==> src/hdl/sorted_key_index_map_macros.svh <==
// assertion macros for the sorted key index map
// used by the top level only; no other dependencies
`ifndef SORTED_KEY_INDEX_MAP_MACROS_SVH
`define SORTED_KEY_INDEX_MAP_MACROS_SVH

// property holds in the same cycle
`define SKIM_ASSERT(lbl, clk, rst_n, prop, msg) \
  lbl: assert property (@(posedge clk) disable iff (!rst_n) (prop)) else $error(msg);

// consequent holds in the cycle after the antecedent
`define SKIM_ASSERT_NEXT(lbl, clk, rst_n, ante, cons, msg) \
  lbl: assert property (@(posedge clk) disable iff (!rst_n) (ante) |=> (cons)) \
    else $error(msg);

`endif

==> src/hdl/skim_pkg.sv <==
// shared types and constants for the sorted key index map
// no dependencies
`timescale 1ns / 1ps

package skim_pkg;

  localparam int unsigned ENTRIES_DEF = 64;
  localparam int unsigned KEY_W       = 32;
  localparam int unsigned SLOT_W      = 6;

  typedef enum logic {
    CMD_INSERT = 1'b0,
    CMD_LOOKUP = 1'b1
  } cmd_e;

  typedef enum logic [1:0] {
    STATUS_OK      = 2'd0,
    STATUS_FULL    = 2'd1,
    STATUS_MISSING = 2'd2
  } status_e;

  typedef enum logic [2:0] {
    ST_IDLE,
    ST_SRCH,
    ST_CMP,
    ST_SHRD,
    ST_SHWR,
    ST_PUT,
    ST_DONE
  } state_e;

  typedef struct packed {
    cmd_e                    command;
    logic signed [KEY_W-1:0] key;
  } in_t;

  typedef struct packed {
    logic [SLOT_W-1:0] slot;
    status_e           status;
  } out_t;

  typedef struct packed {
    logic valid;
    out_t data;
  } res_t;

endpackage

==> src/hdl/skim_ram.sv <==
// generic single write port, single read port ram with registered read
// no dependencies
`timescale 1ns / 1ps

module skim_ram #(
  parameter int unsigned Width = 8,
  parameter int unsigned Depth = 64
) (
  input  logic                     clk_i,
  input  logic                     we_i,
  input  logic [$clog2(Depth)-1:0] waddr_i,
  input  logic [Width-1:0]         wdata_i,
  input  logic [$clog2(Depth)-1:0] raddr_i,
  output logic [Width-1:0]         rdata_o
);

  logic [Width-1:0] mem_q [Depth];
  logic [Width-1:0] rdata_q;

  always_ff @(posedge clk_i) begin
    if (we_i) begin
      mem_q[waddr_i] <= wdata_i;
    end
    rdata_q <= mem_q[raddr_i];
  end

  assign rdata_o = rdata_q;

endmodule

==> src/hdl/skim_engine.sv <==
// search and shift sequencer over the key/slot table memory
// depends on skim_pkg and skim_ram
`timescale 1ns / 1ps

module skim_engine #(
  parameter int unsigned Entries = skim_pkg::ENTRIES_DEF
) (
  input  logic             clk_i,
  input  logic             rst_ni,
  input  logic             req_valid_i,
  input  skim_pkg::in_t    req_i,
  output logic             req_ready_o,
  output skim_pkg::res_t   res_o,
  input  logic             res_take_i
);

  localparam int unsigned IDX_W  = $clog2(Entries);
  localparam int unsigned CNT_W  = $clog2(Entries + 1);
  localparam int unsigned WORD_W = skim_pkg::KEY_W + skim_pkg::SLOT_W;

  skim_pkg::state_e state_q, state_d;
  logic [CNT_W-1:0] count_q, count_d;
  logic [CNT_W-1:0] lo_q, lo_d;
  logic [CNT_W-1:0] hi_q, hi_d;
  logic [CNT_W-1:0] ptr_q, ptr_d;
  skim_pkg::cmd_e   cmd_q, cmd_d;
  logic signed [skim_pkg::KEY_W-1:0] key_q, key_d;
  skim_pkg::out_t   out_q, out_d;

  logic [CNT_W:0]      mid_sum;
  logic [IDX_W-1:0]    mid;
  logic [CNT_W-1:0]    ptr_m1;
  logic                ram_we;
  logic [IDX_W-1:0]    ram_waddr;
  logic [WORD_W-1:0]   ram_wdata;
  logic [IDX_W-1:0]    ram_raddr;
  logic [WORD_W-1:0]   ram_rdata;
  logic signed [skim_pkg::KEY_W-1:0] rd_key;
  logic [skim_pkg::SLOT_W-1:0]       rd_slot;

  assign mid_sum = {1'b0, lo_q} + {1'b0, hi_q} - (CNT_W + 1)'(1);
  assign mid     = mid_sum[IDX_W:1];
  assign ptr_m1  = ptr_q - CNT_W'(1);
  assign rd_key  = $signed(ram_rdata[WORD_W-1:skim_pkg::SLOT_W]);
  assign rd_slot = ram_rdata[skim_pkg::SLOT_W-1:0];

  skim_ram #(
    .Width (WORD_W),
    .Depth (Entries)
  ) u_table (
    .clk_i   (clk_i),
    .we_i    (ram_we),
    .waddr_i (ram_waddr),
    .wdata_i (ram_wdata),
    .raddr_i (ram_raddr),
    .rdata_o (ram_rdata)
  );

  always_ff @(posedge clk_i or negedge rst_ni) begin
    if (!rst_ni) begin
      state_q <= skim_pkg::ST_IDLE;
      count_q <= '0;
    end else begin
      state_q <= state_d;
      count_q <= count_d;
    end
  end

  always_ff @(posedge clk_i) begin
    lo_q  <= lo_d;
    hi_q  <= hi_d;
    ptr_q <= ptr_d;
    cmd_q <= cmd_d;
    key_q <= key_d;
    out_q <= out_d;
  end

  always_comb begin
    state_d     = state_q;
    count_d     = count_q;
    lo_d        = lo_q;
    hi_d        = hi_q;
    ptr_d       = ptr_q;
    cmd_d       = cmd_q;
    key_d       = key_q;
    out_d       = out_q;
    req_ready_o = 1'b0;
    ram_we      = 1'b0;
    ram_waddr   = ptr_q[IDX_W-1:0];
    ram_wdata   = ram_rdata;
    ram_raddr   = mid;

    unique case (state_q)
      skim_pkg::ST_IDLE: begin
        req_ready_o = 1'b1;
        if (req_valid_i) begin
          cmd_d = req_i.command;
          key_d = req_i.key;
          lo_d  = '0;
          hi_d  = count_q;
          ptr_d = count_q;
          if (req_i.command == skim_pkg::CMD_INSERT && count_q == CNT_W'(Entries)) begin
            out_d   = '{slot: '0, status: skim_pkg::STATUS_FULL};
            state_d = skim_pkg::ST_DONE;
          end else begin
            state_d = skim_pkg::ST_SRCH;
          end
        end
      end
      skim_pkg::ST_SRCH: begin
        if (lo_q < hi_q) begin
          state_d = skim_pkg::ST_CMP;
        end else if (cmd_q == skim_pkg::CMD_INSERT) begin
          state_d = skim_pkg::ST_SHRD;
        end else begin
          out_d   = '{slot: '0, status: skim_pkg::STATUS_MISSING};
          state_d = skim_pkg::ST_DONE;
        end
      end
      skim_pkg::ST_CMP: begin
        state_d = skim_pkg::ST_SRCH;
        if (key_q < rd_key) begin
          hi_d = CNT_W'(mid);
        end else if (cmd_q == skim_pkg::CMD_LOOKUP && key_q == rd_key) begin
          out_d   = '{slot: rd_slot, status: skim_pkg::STATUS_OK};
          state_d = skim_pkg::ST_DONE;
        end else begin
          lo_d = CNT_W'(mid) + CNT_W'(1);
        end
      end
      skim_pkg::ST_SHRD: begin
        ram_raddr = ptr_m1[IDX_W-1:0];
        if (ptr_q > lo_q) begin
          state_d = skim_pkg::ST_SHWR;
        end else begin
          state_d = skim_pkg::ST_PUT;
        end
      end
      skim_pkg::ST_SHWR: begin
        ram_we  = 1'b1;
        ptr_d   = ptr_m1;
        state_d = skim_pkg::ST_SHRD;
      end
      skim_pkg::ST_PUT: begin
        ram_we    = 1'b1;
        ram_waddr = lo_q[IDX_W-1:0];
        ram_wdata = {key_q, skim_pkg::SLOT_W'(count_q)};
        out_d     = '{slot: skim_pkg::SLOT_W'(count_q), status: skim_pkg::STATUS_OK};
        count_d   = count_q + CNT_W'(1);
        state_d   = skim_pkg::ST_DONE;
      end
      skim_pkg::ST_DONE: begin
        if (res_take_i) begin
          state_d = skim_pkg::ST_IDLE;
        end
      end
      default: begin
        state_d = skim_pkg::ST_IDLE;
      end
    endcase
  end

  assign res_o = '{valid: (state_q == skim_pkg::ST_DONE), data: out_q};

endmodule

==> src/hdl/sorted_key_index_map.sv <==
// one transfer at a time; the next transfer is taken once the result leaves the engine for
// the output register
// reset: entry count clears to zero, table contents stay undefined until written
// depends on skim_pkg, skim_engine and sorted_key_index_map_macros.svh
`timescale 1ns / 1ps
`include "sorted_key_index_map_macros.svh"

module sorted_key_index_map #(
  parameter int unsigned Entries = skim_pkg::ENTRIES_DEF
) (
  input  logic            clk_i,
  input  logic            rst_ni,
  input  logic            in_valid_i,
  output logic            in_ready_o,
  input  skim_pkg::in_t   in_data_i,
  output logic            out_valid_o,
  input  logic            out_ready_i,
  output skim_pkg::out_t  out_data_o
);

  skim_pkg::res_t res;
  logic           take;
  logic           out_valid_q, out_valid_d;
  skim_pkg::out_t out_data_q;

  skim_engine #(
    .Entries (Entries)
  ) u_engine (
    .clk_i       (clk_i),
    .rst_ni      (rst_ni),
    .req_valid_i (in_valid_i),
    .req_i       (in_data_i),
    .req_ready_o (in_ready_o),
    .res_o       (res),
    .res_take_i  (take)
  );

  // output register frees the engine while a result waits
  assign take        = res.valid && (!out_valid_q || out_ready_i);
  assign out_valid_d = take || (out_valid_q && !out_ready_i);

  always_ff @(posedge clk_i or negedge rst_ni) begin
    if (!rst_ni) begin
      out_valid_q <= 1'b0;
    end else begin
      out_valid_q <= out_valid_d;
    end
  end

  always_ff @(posedge clk_i) begin
    if (take) begin
      out_data_q <= res.data;
    end
  end

  assign out_valid_o = out_valid_q;
  assign out_data_o  = out_data_q;

  `SKIM_ASSERT(a_busy_with_result, clk_i, rst_ni, !(res.valid && in_ready_o), "accepting while result pending")
  `SKIM_ASSERT_NEXT(a_take_fills_out, clk_i, rst_ni, take, out_valid_o, "result transfer lost")
  `SKIM_ASSERT_NEXT(a_busy_after_in, clk_i, rst_ni, in_valid_i && in_ready_o, !in_ready_o, "engine not busy after transfer")

endmodule
==> config.mk <==
export PLATFORM = sky130hd
export DESIGN_NAME = sorted_key_index_map
export DESIGN_NICKNAME = d
export VERILOG_FILES = /design/src/hdl/skim_pkg.sv /design/src/hdl/skim_ram.sv /design/src/hdl/skim_engine.sv /design/src/hdl/sorted_key_index_map.sv
export VERILOG_INCLUDE_DIRS = /design/src /design/src/hdl
export SDC_FILE = /design/constraint.sdc
export NUM_CORES = 2
export LEC_CHECK = 0
export ABC_AREA = 1
export BUFFER_PORTS_ARGS = -buffer_cell sky130_fd_sc_hd__buf_2
export CORE_MARGIN = 5
export CORE_UTILIZATION = 35
export DETAILED_ROUTE_END_ITERATION = 12
export PLACE_DENSITY = 0.54
export REMOVE_ABC_BUFFERS = 1
export SETUP_SLACK_MARGIN = 0.02
export SLEW_MARGIN = 20
export SYNTH_ARGS = -nofsm -noshare
export SYNTH_HDL_FRONTEND = slang
export SYNTH_SLANG_ARGS = --single-unit
==> constraint.sdc <==
create_clock -name clk_i -period 6.4 [get_ports clk_i]
set_clock_uncertainty 0.1 [all_clocks]
set_input_delay 1.28 -clock clk_i [delete_from_list [all_inputs] [get_ports clk_i]]
set_output_delay 1.28 -clock clk_i [all_outputs]
set_load 0.03 [all_outputs]
# Word-level counts from Yosys, hierarchy flattened
# Memories as Yosys holds them, arrays and structs flattened. A register that Yosys moved wholly into a read port is not among the register bits.
# Cells that the tools add are included.
# Widths: inputs -> output; s select.
[word_totals]
elab_cells = 89
out_inout_bits = 10
in_bits = 37
ram_bits = 2432
register_bits = 81
n_memories = 1
[mem_list]
columns = ["name", "words", "word_bits", "read_ports", "rd_ports_with_merged_regs", "write_ports", "line", "text"]
rows = [
  ["u_engine.u_table.mem_q", 64, 38, 1, 1, 1, "skim_ram.sv:17", "logic [Width-1:0] mem_q [Depth];"],
]
[classes]
n_reduce_logical = 19
n_eq_ne = 17
bitwise_logic = 1
n_addsub = 5
n_mux = 31
magnitude_cmp = 3
[ops]
columns = ["op", "n"]
rows = [
  ["$mux 8", 6],
  ["$pmux 7 s2", 3],
  ["$mux 38", 1],
  ["$mux 7", 5],
  ["$eq 32x32->1", 1],
  ["$lt 32x32->1", 1],
  ["$pmux 8 s4", 1],
  ["$mux 3", 7],
  ["$pmux 3 s7", 1],
  ["$sub 7x1->7 const B", 2],
  ["$mux 6", 2],
  ["$ne 2x1->1 const B", 5],
  ["$eq 3x3->1 const B", 3],
  ["$ne 2x2->1 const B", 4],
  ["$add 6x1->7 const B", 1],
  ["$add 7x1->7 const B", 1],
  ["$add 7x7->7", 1],
  ["$eq 7x7->1 const B", 1],
  ["$gt 7x7->1", 1],
  ["$lt 7x7->1", 1],
  ["$reduce_and 7->1", 1],
  ["$eq 3x2->1 const B", 2],
  ["$reduce_and 2->1", 3],
  ["$mux 1", 5],
  ["other kinds (11)", 17],
]

# Depth between registers and ports, before layout
[logic_depth]
ltp_word = 6
ltp_mapped = 18
depth_no_buf = 18

# Cells and area by module
# A second synthesis with hierarchy kept.
[hier_totals]
cells_unflattened = 8619
area_unflattened_um2 = 103038.8
[modules_own_cells]
columns = ["mod", "seq_area_each_um2", "n_inst", "cells_each", "area_each_um2"]
rows = [
  ["skim_ram", 73790.8, 1, 8027, 97886.4],
  ["skim_engine", 2112.0, 1, 578, 4863.4],
  ["sorted_key_index_map", 265.3, 1, 14, 289.0],
]

# Worst setup path after synthesis
# Ideal clock, no wire load.
[synth_path]
path_kind = "register to register"
from = "register u_engine.state_q[0]"
to = "memory u_engine.u_table.mem_q[48][0] (netlist name) (enable)"
path_buffers = 1
slack_ps = 570
synth_period_minus_slack_ps = 5830
required_ps = 5771
setup_ps = 529
path_stages_with_launch = 7
t_arrival_ps = 5202
path_cell_list = "dfrtp_1 > buf_4 > nor3_2 > inv_1 > nand2_1 > nand3_1 > nor4_1"
[synth_via]
elab_chain_cells = 5
elab_cells_between_ends = 7
classes_between = "eq/ne (2); mux (4); reduce/logical (1)"
[synth_lines]
columns = ["element", "line", "text"]
rows = [
  ["start, declared", "skim_engine.sv:21", "skim_pkg::state_e state_q, state_d;"],
  ["start signal, assigned", "skim_engine.sv:61", "state_q <= skim_pkg::ST_IDLE;"],
  ["start signal, assigned", "skim_engine.sv:64", "state_q <= state_d;"],
  ["$eq 3x3->1", "skim_engine.sv:93", "unique case (state_q)"],
  ["$reduce_or 2->1 (no source line)", "-", ""],
  ["$mux 1", "skim_engine.sv:93", ""],
  ["$mux 1", "skim_ram.sv:21", "if (we_i) begin"],
  ["$mux 1 (implied by the code)", "skim_ram.sv:22", "mem_q[waddr_i] <= wdata_i;"],
  ["end, declared", "skim_ram.sv:17", ""],
]
# Several ways; a longest one is shown, not always the timed one.

# Final worst setup path
[layout_path]
from = "register u_engine.lo_q[1]"
to = "register u_engine.u_table.rdata_q[19] (netlist: u_engine.u_table.rdata_o[19]), read port of u_engine.u_table.mem_q"
[layout_via]
elab_chain_cells = 3
[layout_lines]
columns = ["element", "line", "text"]
rows = [
  ["start, declared", "skim_engine.sv:23", "logic [CNT_W-1:0] lo_q, lo_d;"],
  ["start signal, assigned", "skim_engine.sv:70", "lo_q <= lo_d;"],
  ["$add 7x7->7", "skim_engine.sv:41", "assign mid_sum = {1'b0, lo_q} + {1'b0, hi_q} - (CNT_W + 1)'(1);"],
  ["$sub 7x1->7", "skim_engine.sv:41", ""],
  ["$mux 6", "skim_engine.sv:93", ""],
  ["end, declared", "skim_ram.sv:18", "logic [Width-1:0] rdata_q;"],
]
# Every way passes these cells.
# A chain may end at the register's enable or synchronous reset.

==> flow_summary.ini <==
[outcome]
status = completed

[floorplan]
chipHeight_um = 565.4
floorplan.core_area_um2 = 308100
floorplan.rows = 204
dieArea_um2 = 319700
io_pins = 47
start_util = 0.3505
chip_width_um = 565.4

[clock_tree]
h-tree-depth = 5
numCtsBuffers = 277
cts_buffer_depth = 4
clock_insertion_delay_worst_skew_ps = 860
postCtsHoldBufs = 0
cts_root_buf = clkbuf_16
postCtsSetupBuffers = 0
cts-resized-gates = 0
numClockSinks = 2551
clk_transition_reported_paths_ps = 60
cts_tree = built

[worst_setup_path]
timing.critical_path.cells = inv_1 -> ha_1 -> inv_1 -> ha_1 -> fa_1 -> a21oi_1 -> o21ai_1 -> xor2_1 -> inv_1 -> o21ai_4 -> buf_4 -> nand3_1 -> nand3_1 -> nand2_1
worst_path_max_delay_cell = o21ai_4
r2r_setup_slack_ps = 1220
critical_path.endpoint_type = register
path_max_fanout = 23
max_stage_delay_ps = 740
critPathMostFrequentCell = inv_1
critical_path_class = register to register
cp_data_arrival_time_ps = 5690
start_kind = register
critPathRequiredTime_ps = 6910
reg2reg_path_depth = 14

[routing]
drt_total_wl_um = 341200
drc = 0
routed_wire_length_per_instance_um = 24.62
via_count = 71790
antenna_violating_nets_post_route = 0
detail_route.first_pass.iterations = 6
drt-vias-per-instance = 5.181
initialDrtViolationCount = 7940

[cells_and_area]
fraction_of_layout_cells_with_a_size_suffix_above_1 = 0.07842
multi_input_comb_area_um2 = 26270
final_net_count = 9614
utilization = 0.3990
postLayoutCellArea_um2 = 122900
area_growth_pct = 13.85
layout.cells.most_common_list = nand2_1 (2873), edfxtp_1 (2502), nand3_1 (1542)
mostFrequentLayoutCell = nand2_1
filler_cell_count = 29050
regArea_um2 = 76170

[global_route]
grt_remaining_overflow = 0
tot_gr_track_use = 0.2080
grt_pass1_vias = 68800
number_of_antenna_violations_at_the_first_check_in_global_routing = 6
grt_start_max_net_pins = 191
wire_length_of_the_first_global_routing_pass_um = 491600

[timing]
max_slew_margin = 0.2503
worst_pin_slew_ps = 1125
maxSlewViolCount = 0
fmaxAchievable_ghz = 0.1930
layout_worst_path_cycle_share = 0.8096
grt_setup_unrepaired = no
timing.final.crit_period_ps = 5181
timing.final.setup_violations = 0
hold_violations = 0

[synth]
synth.yosys.warnings = 0
yosysUniqueCellTypes = 40
synth_top_area_share = 0.6959
synth-async-reset-ratio = 0.004312
dominantRegCellSynth = edfxtp_1
postSynthAreaPerCell_um2 = 11.31
post_synth_inst_count = 9542
synth_top_area_cell = edfxtp_1
synth_area_um2 = 108000
postSynthRegisterBits = 2551
netlist_top_cells_area = edfxtp_1 (70%), nand2_1 (10%), nand3_1 (7.1%)
number_of_flops_mapped_to_enable_cells_by_yosys = 2502
register_area_share_after_synthesis = 0.7055

[job]
cap_viol_max_count = 0

[hold_path]
min_path_type = input port to async pin

[placed_design]
port_buffers = 46
post_detailed_placement_half_perimeter_wirelength_um = 181100
gp_congestion = 0.8177
placed_cell_area_um2 = 114100
-- worst max-delay path, delay by kind of cell, from the launching register on --
kind	cells	cell delay, ps
flops	1	490
xor+xnor	1	570
fa+ha+maj	3	960
buf+inv	4	980
simple gates	3	770
compound gates	3	1020
-- logic make-up (layout without fill, tap and decap cells) --
kind of cell | after synthesis | count (layout) | synth area share
and+or+nand+nor | 4785 | 4785 | 0.1931
DFF | 2551 | 2551 | 0.7055
buffers and inverters | 1601 | 1789 | 0.06028
AOI/OAI and AO/OA | 531 | 531 | 0.03295
adders and majority gates | 60 | 60 | 0.007023
xor gates and xnor gates | 14 | 14 | 0.001136
other | 0 | 7 | 0
-- per-layer routing --
layer  up-vias  global-route usage  part of all wire
met5         -                   0          0.000041
met3       558             0.02745             0.069
li1      32660                   -                 -
met1     35750              0.2812              0.42
met2      2826              0.3393              0.47
met4         2             0.08553             0.043
-- registers in the layout, summed over array words and instances (netlist names) --
register / cells
u_engine.ptr_q: 7
u_engine.res_o: 8
u_engine.u_table.rdata_o: 38
u_engine.cmd_q: 1
u_engine.hi_q: 7
u_engine.state_q: 3
out_valid_o: 1
u_engine.lo_q: 7
u_engine.count_q: 7
out_data_o: 8
u_engine.key_q: 32
u_engine.u_table.mem_q: 2432
-- Yosys cell counts (38+ instances only) --
master,instances
o211ai_1,343
clkbuf_1,174
o21ai_0,107
dfxtp_1,38
nand3b_1,228
ha_1,59
inv_1,1026
buf_2,355
nand3_1,1542
nor2_1,97
edfxtp_1,2502
a21oi_1,63
nand2_1,2876
-- worst paths after layout --
path,from,to
max,u_engine.lo_q[1],u_engine.u_table.rdata_o[19]
min reg2reg,u_engine.res_o[1],out_data_o[1]
max in group asynchronous,rst_ni,u_engine.count_q[3]
min in group clk_i,u_engine.res_o[1],out_data_o[1]
min,rst_ni,u_engine.count_q[5]
max reg2reg,u_engine.lo_q[1],u_engine.u_table.rdata_o[19]
-- metrics by stage --
stage	setup TNS [ps]	hold WS [ps]	cells	setup slack [ps]
floorplan	-2075640	300.3	8977	-49180
global placement	0	304.5	13360	1340
detailed placement	0	306.6	13360	1301
CTS	0	136.4	13850	1254
global route	0	167.6	13860	1178
finish	0	191.9	13860	1219
-- layout make-up --
| class | instances | area share |
|---|---|---|
| Antenna cell | 7 | 0.0001425 |
| Clock buffer | 378 | 0.06191 |
| Clock inverter | 114 | 0.009365 |
| Inverter | 1036 | 0.03184 |
| Multi-Input combinational cell | 5390 | 0.2137 |
| Sequential cell | 2551 | 0.6197 |
| Tap cell | 4120 | 0.04194 |
| Timing Repair Buffer | 261 | 0.02142 |
Power is not shown: default switching activity piles up to over one toggle a cycle in this logic, so the estimate is an artifact.
